`config.mk`:
```
export PLATFORM = sky130hd
export DESIGN_NAME = first_fit_segment_allocator
export DESIGN_NICKNAME = d
export VERILOG_FILES = /design/src/hdl/ffsa_pkg.sv /design/src/hdl/first_fit_segment_allocator.sv
export SDC_FILE = /design/constraint.sdc
export NUM_CORES = 2
export LEC_CHECK = 0
export BUFFER_PORTS_ARGS = -buffer_cell sky130_fd_sc_hd__buf_4
export CORE_MARGIN = 5
export CORE_UTILIZATION = 65
export CTS_BUF_LIST = sky130_fd_sc_hd__clkbuf_4 sky130_fd_sc_hd__clkbuf_8
export DETAILED_ROUTE_END_ITERATION = 8
export GPL_TIMING_DRIVEN = 1
export PLACE_DENSITY = 0.81
export SLEW_MARGIN = 10
export SYNTH_ARGS = -nofsm -noshare
export SYNTH_HDL_FRONTEND = slang
export SYNTH_SLANG_ARGS = --single-unit
```
`constraint.sdc`:
```
create_clock -name clk -period 15.05 [get_ports clk]
set_input_delay 1.505 -clock clk [delete_from_list [all_inputs] [get_ports clk]]
set_output_delay 1.505 -clock clk [all_outputs]
set_load 0.01 [all_outputs]
```
`src/hdl/ffsa_pkg.sv`:
```
package ffsa_pkg;

  localparam logic [2:0] ST_OK       = 3'd0;
  localparam logic [2:0] ST_NO_FIT   = 3'd1;
  localparam logic [2:0] ST_OVERLAP  = 3'd2;
  localparam logic [2:0] ST_BAD_SIZE = 3'd3;
  localparam logic [2:0] ST_FULL     = 3'd4;

  localparam logic KIND_ALLOC = 1'b0;
  localparam logic KIND_FREE  = 1'b1;

endpackage

```
`src/hdl/first_fit_segment_allocator.sv`:
```
// First-fit free-segment allocator. The block keeps a table of free
// segments (start, length) sorted by rising start address in a single
// synchronous memory with a registered read port, and serves one request
// word at a time. An allocate word scans from the lowest address and takes
// the first segment at least as long as asked; it either shrinks that
// segment from its front or, when the leftover would be smaller than
// MIN_SEGMENT, removes it. A free word is placed in address order, merges
// with a following segment that it touches, and is checked for overlap
// against both neighbours. Every request yields exactly one result word.
// Timing: a request whose size is rejected goes straight to its result
// word; otherwise the time is set by the memory port and grows with the
// number of segments held. The scan reads one entry per cycle, and every
// entry moved while the table is shifted up or down takes a read state
// (S_SHIFT) and then a write state (S_SWR). A result waits in S_DONE while
// out_ready is low. After reset the table is empty and no clearing pass is
// needed. The user must write the memory_bytes register through
// cfg_we/cfg_data only while idle; the block itself does not enforce this.
module first_fit_segment_allocator
  import ffsa_pkg::*;
#(
  parameter int SEGMENTS     = 32,
  parameter int ADDRESS_BITS = 16,
  parameter int MIN_SEGMENT  = 16
) (
  input  logic                    clk,
  input  logic                    rst,
  input  logic                    cfg_we,
  input  logic [ADDRESS_BITS:0]   cfg_data,
  input  logic                    in_valid,
  output logic                    in_ready,
  input  logic                    kind,
  input  logic [ADDRESS_BITS-1:0] address,
  input  logic [ADDRESS_BITS:0]   length,
  output logic                    out_valid,
  input  logic                    out_ready,
  output logic [2:0]              status,
  output logic [ADDRESS_BITS-1:0] granted_address
);

  localparam int IW = (SEGMENTS > 1) ? $clog2(SEGMENTS) : 1;
  localparam int CW = $clog2(SEGMENTS + 1);
  localparam int AW = ADDRESS_BITS;
  localparam int LW = ADDRESS_BITS + 1;
  localparam int EW = ADDRESS_BITS + 2;

  localparam logic [2:0] S_IDLE  = 3'd0;
  localparam logic [2:0] S_SCAN  = 3'd1;
  localparam logic [2:0] S_CHECK = 3'd2;
  localparam logic [2:0] S_SHIFT = 3'd3;
  localparam logic [2:0] S_SWR   = 3'd4;
  localparam logic [2:0] S_DONE  = 3'd5;

  // Each table entry holds start and length side by side.
  logic [AW+LW-1:0] table_mem [SEGMENTS];
  logic [AW+LW-1:0] rd_data;
  logic             rd_en;
  logic [IW-1:0]    rd_addr;
  logic             wr_en;
  logic [IW-1:0]    wr_addr;
  logic [AW+LW-1:0] wr_data;

  always_ff @(posedge clk) begin
    if (wr_en) begin
      table_mem[wr_addr] <= wr_data;
    end
    if (rd_en) begin
      rd_data <= table_mem[rd_addr];
    end
  end

  logic [2:0]    state;
  logic [LW-1:0] memory_bytes;
  logic [CW-1:0] count;
  logic [CW-1:0] pos;      // entry being read or found
  logic          rd_pend;  // rd_data holds entry pos-1 from the last read
  logic          req_kind;
  logic [AW-1:0] req_addr;
  logic [LW-1:0] req_len;
  logic [EW-1:0] prev_end; // end of the entry before the one in rd_data
  logic          have_prev;
  logic [CW-1:0] sh_idx;   // shift cursor
  logic          sh_up;
  logic [2:0]    res_status;
  logic [AW-1:0] res_grant;

  logic [AW-1:0] ent_start;
  logic [LW-1:0] ent_len;
  logic [EW-1:0] req_end;
  logic [LW-1:0] rest;
  logic          scan_hit;
  logic          free_prev_ovl;
  logic          free_merge;
  logic          ins_write;

  assign ent_start = rd_data[AW+LW-1:LW];
  assign ent_len   = rd_data[LW-1:0];
  assign req_end   = EW'(req_addr) + EW'(req_len);
  assign rest      = ent_len - req_len;

  // The scan stops at the first entry that fits an allocate, or at the
  // first entry that does not start below the address being freed.
  assign scan_hit = rd_pend && ((req_kind == KIND_ALLOC) ? (ent_len >= req_len)
                                                        : !(ent_start < req_addr));
  assign free_prev_ovl = have_prev && (prev_end > EW'(req_addr));
  assign free_merge    = !free_prev_ovl && (req_end == EW'(ent_start));

  // The final write of an upward shift puts the new segment at pos.
  assign ins_write = (state == S_SWR) && sh_up && (sh_idx == pos);

  assign in_ready        = (state == S_IDLE);
  assign out_valid       = (state == S_DONE);
  assign status          = res_status;
  assign granted_address = res_grant;

  always_comb begin
    rd_en   = 1'b0;
    rd_addr = pos[IW-1:0];
    wr_en   = 1'b0;
    wr_addr = pos[IW-1:0];
    wr_data = '0;
    unique case (state)
      S_SCAN: begin
        // Hold rd_data on a hit so the found entry is still there in S_CHECK.
        rd_en = (pos < count) && !scan_hit;
      end
      S_CHECK: begin
        // Shrink or merge writes the entry at pos.
        if (req_kind == KIND_ALLOC) begin
          wr_en   = (rest >= LW'(MIN_SEGMENT));
          wr_data = {ent_start + req_len[AW-1:0], rest};
        end else begin
          wr_en   = free_merge;
          wr_data = {req_addr, ent_len + req_len};
        end
      end
      S_SHIFT: begin
        rd_en   = sh_up ? (sh_idx != pos) : (sh_idx < count);
        rd_addr = sh_up ? IW'(sh_idx - CW'(1)) : IW'(sh_idx + CW'(1));
      end
      S_SWR: begin
        wr_en   = 1'b1;
        wr_addr = sh_idx[IW-1:0];
        wr_data = ins_write ? {req_addr, req_len} : rd_data;
      end
      default: ;
    endcase
  end

  always_ff @(posedge clk) begin
    if (rst) begin
      state        <= S_IDLE;
      memory_bytes <= {1'b1, {AW{1'b0}}};
      count        <= '0;
    end else begin
      if (cfg_we) begin
        memory_bytes <= cfg_data;
      end
      unique case (state)
        S_IDLE: begin
          if (in_valid) begin
            req_kind   <= kind;
            req_addr   <= address;
            req_len    <= length;
            pos        <= '0;
            rd_pend    <= 1'b0;
            have_prev  <= 1'b0;
            res_grant  <= '0;
            res_status <= ST_OK;
            if (kind == KIND_ALLOC) begin
              if (length > memory_bytes) begin
                res_status <= ST_BAD_SIZE;
                state      <= S_DONE;
              end else begin
                state <= S_SCAN;
              end
            end else if (length < LW'(MIN_SEGMENT) ||
                         (EW'(address) + EW'(length)) > EW'(memory_bytes)) begin
              res_status <= ST_BAD_SIZE;
              state      <= S_DONE;
            end else begin
              state <= S_SCAN;
            end
          end
        end
        S_SCAN: begin
          // rd_data holds entry pos-1 when rd_pend is set.
          if (scan_hit) begin
            pos   <= pos - CW'(1);
            state <= S_CHECK;
          end else begin
            if (rd_pend) begin
              prev_end  <= EW'(ent_start) + EW'(ent_len);
              have_prev <= 1'b1;
            end
            if (pos < count) begin
              pos <= pos + CW'(1);
            end else if (req_kind == KIND_ALLOC) begin
              res_status <= ST_NO_FIT;
              state      <= S_DONE;
            end else begin
              // Free goes past the last entry.
              if (rd_pend && EW'(ent_start) + EW'(ent_len) > EW'(req_addr)) begin
                res_status <= ST_OVERLAP;
                state      <= S_DONE;
              end else if (!rd_pend && have_prev && prev_end > EW'(req_addr)) begin
                res_status <= ST_OVERLAP;
                state      <= S_DONE;
              end else if (count >= CW'(SEGMENTS)) begin
                res_status <= ST_FULL;
                state      <= S_DONE;
              end else begin
                pos    <= count;
                sh_idx <= count;
                sh_up  <= 1'b1;
                count  <= count + CW'(1);
                state  <= S_SHIFT;
              end
            end
            rd_pend <= (pos < count);
          end
        end
        S_CHECK: begin
          if (req_kind == KIND_ALLOC) begin
            res_grant <= ent_start;
            if (rest >= LW'(MIN_SEGMENT)) begin
              state <= S_DONE;
            end else begin
              sh_idx <= pos;
              sh_up  <= 1'b0;
              count  <= count - CW'(1);
              state  <= S_SHIFT;
            end
          end else if (free_prev_ovl) begin
            res_status <= ST_OVERLAP;
            state      <= S_DONE;
          end else if (req_end > EW'(ent_start)) begin
            res_status <= ST_OVERLAP;
            state      <= S_DONE;
          end else if (req_end == EW'(ent_start)) begin
            state <= S_DONE;  // merged in place by the write above
          end else if (count >= CW'(SEGMENTS)) begin
            res_status <= ST_FULL;
            state      <= S_DONE;
          end else begin
            sh_idx <= count;
            sh_up  <= 1'b1;
            count  <= count + CW'(1);
            state  <= S_SHIFT;
          end
        end
        S_SHIFT: begin
          // Up: move entries pos..count-2 one place up, top first.
          // Down: move entries pos+1..count one place down.
          if (sh_up && sh_idx == pos) begin
            state <= S_SWR;
          end else if (!sh_up && sh_idx >= count) begin
            state <= S_DONE;
          end else begin
            state <= S_SWR;
          end
        end
        S_SWR: begin
          if (sh_up) begin
            if (sh_idx == pos) begin
              state <= S_DONE;
            end else begin
              sh_idx <= sh_idx - CW'(1);
              state  <= S_SHIFT;
            end
          end else begin
            sh_idx <= sh_idx + CW'(1);
            state  <= S_SHIFT;
          end
        end
        S_DONE: begin
          if (out_ready) begin
            state <= S_IDLE;
          end
        end
        default: state <= S_IDLE;
      endcase
    end
  end

  assert property (@(posedge clk) disable iff (rst)
    out_valid |-> (status == ST_OK || granted_address == '0))
    else $error("grant without ok status");

  assert property (@(posedge clk) disable iff (rst)
    count <= CW'(SEGMENTS))
    else $error("segment count beyond table size");

  assert property (@(posedge clk) disable iff (rst)
    (in_valid && in_ready) |=> !in_ready)
    else $error("second request taken while one is in flight");

endmodule
```
---- Yosys cells after proc, flatten, opt, wreduce, memory -nomap -nowiden ----
Memories as Yosys holds them, arrays and structs flattened. A register that Yosys moved wholly into a read port is not among the register bits.
Index checks and enable logic that the tools add are counted.
word-level totals
  register bits ........................... 112
  bits in writable memories ............... 1,056
  word-level logic and storage cells ...... 209
  memories ................................ 1
memories
  memory     depth  bits a word  rd ports  clocked after memory_dff  wr ports  line                               RTL
  table_mem  32     33           1         1                         1         first_fit_segment_allocator.sv:54  logic [AW+LW-1:0] table_mem [SEGMENTS];
operators by class
  add/sub/neg operators ................... 12
  $lt $le $gt $ge ......................... 13
  equality and inequality tests ........... 29
  multiplexer cells ....................... 104
  bitwise gates (word level) .............. 2
  reductions and logical operators ........ 34
operators with widths
  cell                 count
  $mux 6               31
  $mux 3               30
  $mux 33              2
  $pmux 33 s2          1
  $add 16x17->18       3
  $gt 18x16->1         3
  $mux 16              2
  $pmux 16 s2          1
  $pmux 6 s2           2
  $mux 1               22
  $ne 4x4->1 const B   5
  $add 6x1->6 const B  3
  $eq 18x16->1         1
  $gt 18x17->1         1
  $ne 2x2->1 const B   9
  $ne 3x3->1 const B   6
  $pmux 3 s6           1
  $pmux 6 s3           1
  $sub 6x1->6 const B  3
  $add 17x17->17       1
  $ge 17x17->1         1
  $ge 17x5->1 const B  1
  $gt 17x17->1         1
  $lt 17x5->1 const B  1
  30 further kinds     62

---- Depth between registers and ports, before layout ----
  depth after elaboration ................. 9
  mapped depth ............................ 23
  gate-level depth less buffers ........... 22

---- Least setup slack after synthesis ----
OpenSTA, ideal clock, no wires.
  path kind ............................... reg2reg
  start point ............................. register req_len[1]
  end point ............................... memory table_mem[17][0] (netlist bit), enable pin
  setup time .............................. 0.464 ns
  data arrival time ....................... 5.850 ns
  data required time ...................... 14.586 ns
  path slack .............................. 8.736 ns
  cell stages (with the launch flop) ...... 22
  buffers on the path ..................... 1
  clock period less this slack ............ 6.314 ns
  cells stage by stage .................... edfxtp_1 > ha_1 > a21oi_1 > nor2_1 > a211oi_1 > nor3b_1 > a31o_2 > nand4_1 > nand2_1 > a21o_1 > a21oi_1 > xnor2_1 > ha_1 > nand4_1 > nor2_1 > nand4_1 > inv_1 > a31oi_1 > nor4_1 > a21oi_1 > buf_2 > nor3_1
between the ends
  longest elaborated chain between the ends .. 7
  elaborated cells between the ends (all ways) .. 9
  classes of those cells .................. add/sub: 2; order compare: 1; eq/ne: 1; mux: 4; reduce/logical: 1
RTL lines
  what                                                    line                                RTL
  start, declared                                         first_fit_segment_allocator.sv:78   logic [LW-1:0] req_len;
  start signal, assigned                                  first_fit_segment_allocator.sv:163  req_len <= length;
  branches (longest 3 deep; another with $sub 17x17->17)  -
  $mux 1 *                                                first_fit_segment_allocator.sv:128  if (req_kind == KIND_ALLOC) begin
  $pmux 1 s2 *                                            first_fit_segment_allocator.sv:121  unique case (state)
  $mux 1 *                                                first_fit_segment_allocator.sv:63   if (wr_en) begin
  $mux 1 (implied by the code) *                          first_fit_segment_allocator.sv:64   table_mem[wr_addr] <= wr_data;
  end, declared                                           first_fit_segment_allocator.sv:54
Mark *: on every way between the ends.

---- Final worst setup path ----
  start point ............................. register req_len[0]
  end point ............................... memory table_mem[18][27] (netlist bit), enable pin
Same word-level chain as after synthesis.

==> impl_metrics.json <==
{
  "ys_ff_latch": 1201,
  "cts-root-buf": "clkbuf_8",
  "io_pins": 77,
  "drv_cap": 0,
  "setup_violations": 0,
  "numCtsBuffers": 183,
  "cts_setup_buffers": 0,
  "synth_seq_area_share_pct": 65.9,
  "synth_area_sq_mm": 0.0543,
  "status": "finished, final reports clean",
  "grt_use_total_pct": 31.3,
  "final_cell_mix": "edfxtp_1 (1175), nand2_1 (404), mux4_2 (264)",
  "area_delta_synth_final_pct": 11.0,
  "slowest_delay_ns": 1.03,
  "synth_flop_cell": "edfxtp_1",
  "wl_um": 140000,
  "crit_top_cell": "a21oi_1",
  "hold_viol_final": 0,
  "ir_worst_vdd_v": 0.000148,
  "cts.sinks": 1201,
  "grt_max_degree": 133,
  "nFillCells": 4903,
  "vias": 33452,
  "core_area_sq_mm": 0.0833,
  "worstMarginPinSlew_ns": 1.32,
  "drcViolationCount": 0,
  "ant_nets": 0,
  "firstDrtPassIters": 6,
  "tns_ns": 0,
  "postSynthCellCount": 3522,
  "max_freq_mhz": 150,
  "hpwl_um": 83600,
  "period_minus_slack_ns": 6.67,
  "relSlewSlack_pct": 12.3,
  "synth_nets": 3795,
  "worst_slack_ns": 8.38,
  "rsz0062_at_grt": "false",
  "report.final.slew_viol_count": 0,
  "crit_type": "flip-flop to flip-flop",
  "async_flop_share_pct": 0,
  "place.gp.congestion": 0.947,
  "clkLatencyLatePin_ns": 0.87,
  "grt_pass1_vias": 33683,
  "worst-path-max-fanout": 21,
  "synth_cell_types": 80,
  "h-tree-depth": 4,
  "overflow": 0,
  "cts_hold_buf": 0,
  "die_area_sq_mm": 0.0895,
  "die_h_um": 299,
  "clock_skew_ns": 0.0633,
  "yosysWarnings": 0,
  "dp_slack_ns": 8.49,
  "cts_tree": "done",
  "path_cells": "ha_1, inv_1, fa_1, nand2b_1, a21oi_1, o21ai_0, a21oi_1, o21a_1, o21ai_0, nand2b_1, a21oi_1, xnor2_1, ha_1, nand2_1, nor2_1, nand4_1, inv_1, a31oi_1, o41ai_1, nand2_1, nor2_4, buf_4",
  "start_kind": "flip-flop",
  "antenna_found_initial": 1,
  "start_util_pct": 65.2,
  "final_common_cell": "edfxtp_1",
  "die_x_um": 299,
  "critPathArrivalTime_ns": 7.14,
  "postCtsResizedCells": 0,
  "leakage_uw": 0.0212,
  "layout-drive-gt1-share_pct": 20.4,
  "cts_buffer_depth": 3,
  "power.total_uw": 11000,
  "wl_per_cell_um": 28.6,
  "grt_pass1_wl_um": 209000,
  "powerDensity_mw_per_mm2": 182,
  "nets": 3964,
  "std_cell_rows": 106,
  "hp-class": "flip-flop to flip-flop",
  "drt-initial-drc-count": 4519,
  "path_clk_slew_ns": 0.06,
  "synth_edf_count": 1175,
  "worstSetupEndpointType": "flip-flop",
  "slowest_stage": "o41ai_1",
  "crit_required_ns": 15.52,
  "via_per_inst": 6.80,
  "synth.avg_cell_area_sq_um": 15.4,
  "min_period_over_period_pct": 44.3,
  "portBuffers": 76
}
final timing paths:
check	start	end	slack [ns]	cells past startpoint
setup reg to reg	req_len[0]$_DFFE_PP_	table_mem[18][27]$_DFFE_PP_	8.38	22
hold reg to reg	memory_bytes[15]$_SDFFE_PP0P_	memory_bytes[15]$_SDFFE_PP0P_	0.50	2
hold / removal	memory_bytes[15]$_SDFFE_PP0P_	memory_bytes[15]$_SDFFE_PP0P_	0.50	2
setup / recovery	req_len[0]$_DFFE_PP_	table_mem[18][27]$_DFFE_PP_	8.38	22
synthesized netlist by cell type (12+ instances only):
master    number  area [sq um]
edfxtp_1    1175         35300
nand2_1      405          1520
mux4_2       264          5950
ha_1         211          2640
nor2_1       156           586
o21ai_0      145           726
inv_1        135           507
a21oi_1      124           621
clkbuf_1     120           450
nand3_1       95           475
xnor2_1       63           552
nor3_1        53           265
mux2i_1       52           521
a21o_1        47           353
o211ai_1      40           300
buf_1         35           131
dfxtp_1       26           521
nand4_1       26           163
xor2_1        24           210
nor2b_1       23           144
a31oi_1       21           131
o22ai_1       20           125
nand2b_1      19           119
a211oi_1      16           120
nor4_1        15          93.8
a221oi_1      12           105
o21a_1        12          90.1
report_power, final:
group	internal, uW	switching, uW
Sequential	4140	206
Clock	1380	1260
Combinational	1540	2440
through the flow:
| step | util, % | instances | area (sq um) | hold slack [ns] |
|---|---|---|---|---|
| finish | 72.4 | 4917 | 60300 | 0.499 |
| global placement | 68.0 | 4585 | 56600 | 0.477 |
| detailed placement | 68.0 | 4585 | 56600 | 0.487 |
| global route | 72.4 | 4917 | 60300 | 0.539 |
| CTS | 72.3 | 4915 | 60200 | 0.502 |
| floorplan | - | 3522 | 54300 | 0.460 |
worst max-delay path, delay by kind of cell (launching register included):
family                     cells  cell delay [ns]
adders and majority gates      3             0.94
buffers and inverters          3             0.68
AOI/OAI and AO/OA              8             2.25
DFF                            1             0.49
and+or+nand+nor                7             1.80
xor gates and xnor gates       1             0.14
final cells by class:
type | instances | area, sq um | area share [%]
sequential | 1201 | 35800 | 59.4
multi-input combinational | 2017 | 17800 | 29.6
clock buffer | 246 | 3010 | 4.99
tap | 1080 | 1350 | 2.24
timing repair buffer | 152 | 1200 | 2.00
clock inverter | 84 | 556 | 0.922
inverter | 136 | 510 | 0.847
antenna | 1 | 2.50 | 0.00415
sequential cells by signal, indices dropped and copies added (netlist names), 3 cells and up:
register	count
count	6
granted_address	16
memory_bytes	17
pos	6
prev_end	18
rd_data	33
req_addr	16
req_len	17
sh_idx	6
state	3
status	3
table_mem	1056
cells by family after synthesis:
logic type,synth area share [%]
AO/OA/AOI/OAI,6.49
flip-flops,65.9
multiplexers,12.0
adder cells (fa/ha/maj),5.08
XOR/XNOR,1.40
AND/OR/NAND/NOR,6.95
buffers and inverters,2.15
layer usage:
metal | vias to the layer above | track usage (%) | share of wire [%]
met3 | 387 | 6.62 | 11
met5 | - | 0 | 0
met2 | 2280 | 51.3 | 49
met4 | 0 | 12.8 | 4.1
met1 | 16627 | 41.9 | 36
li1 | 14158 | - | -
Note: power is estimated with default switching activity, not from simulation.
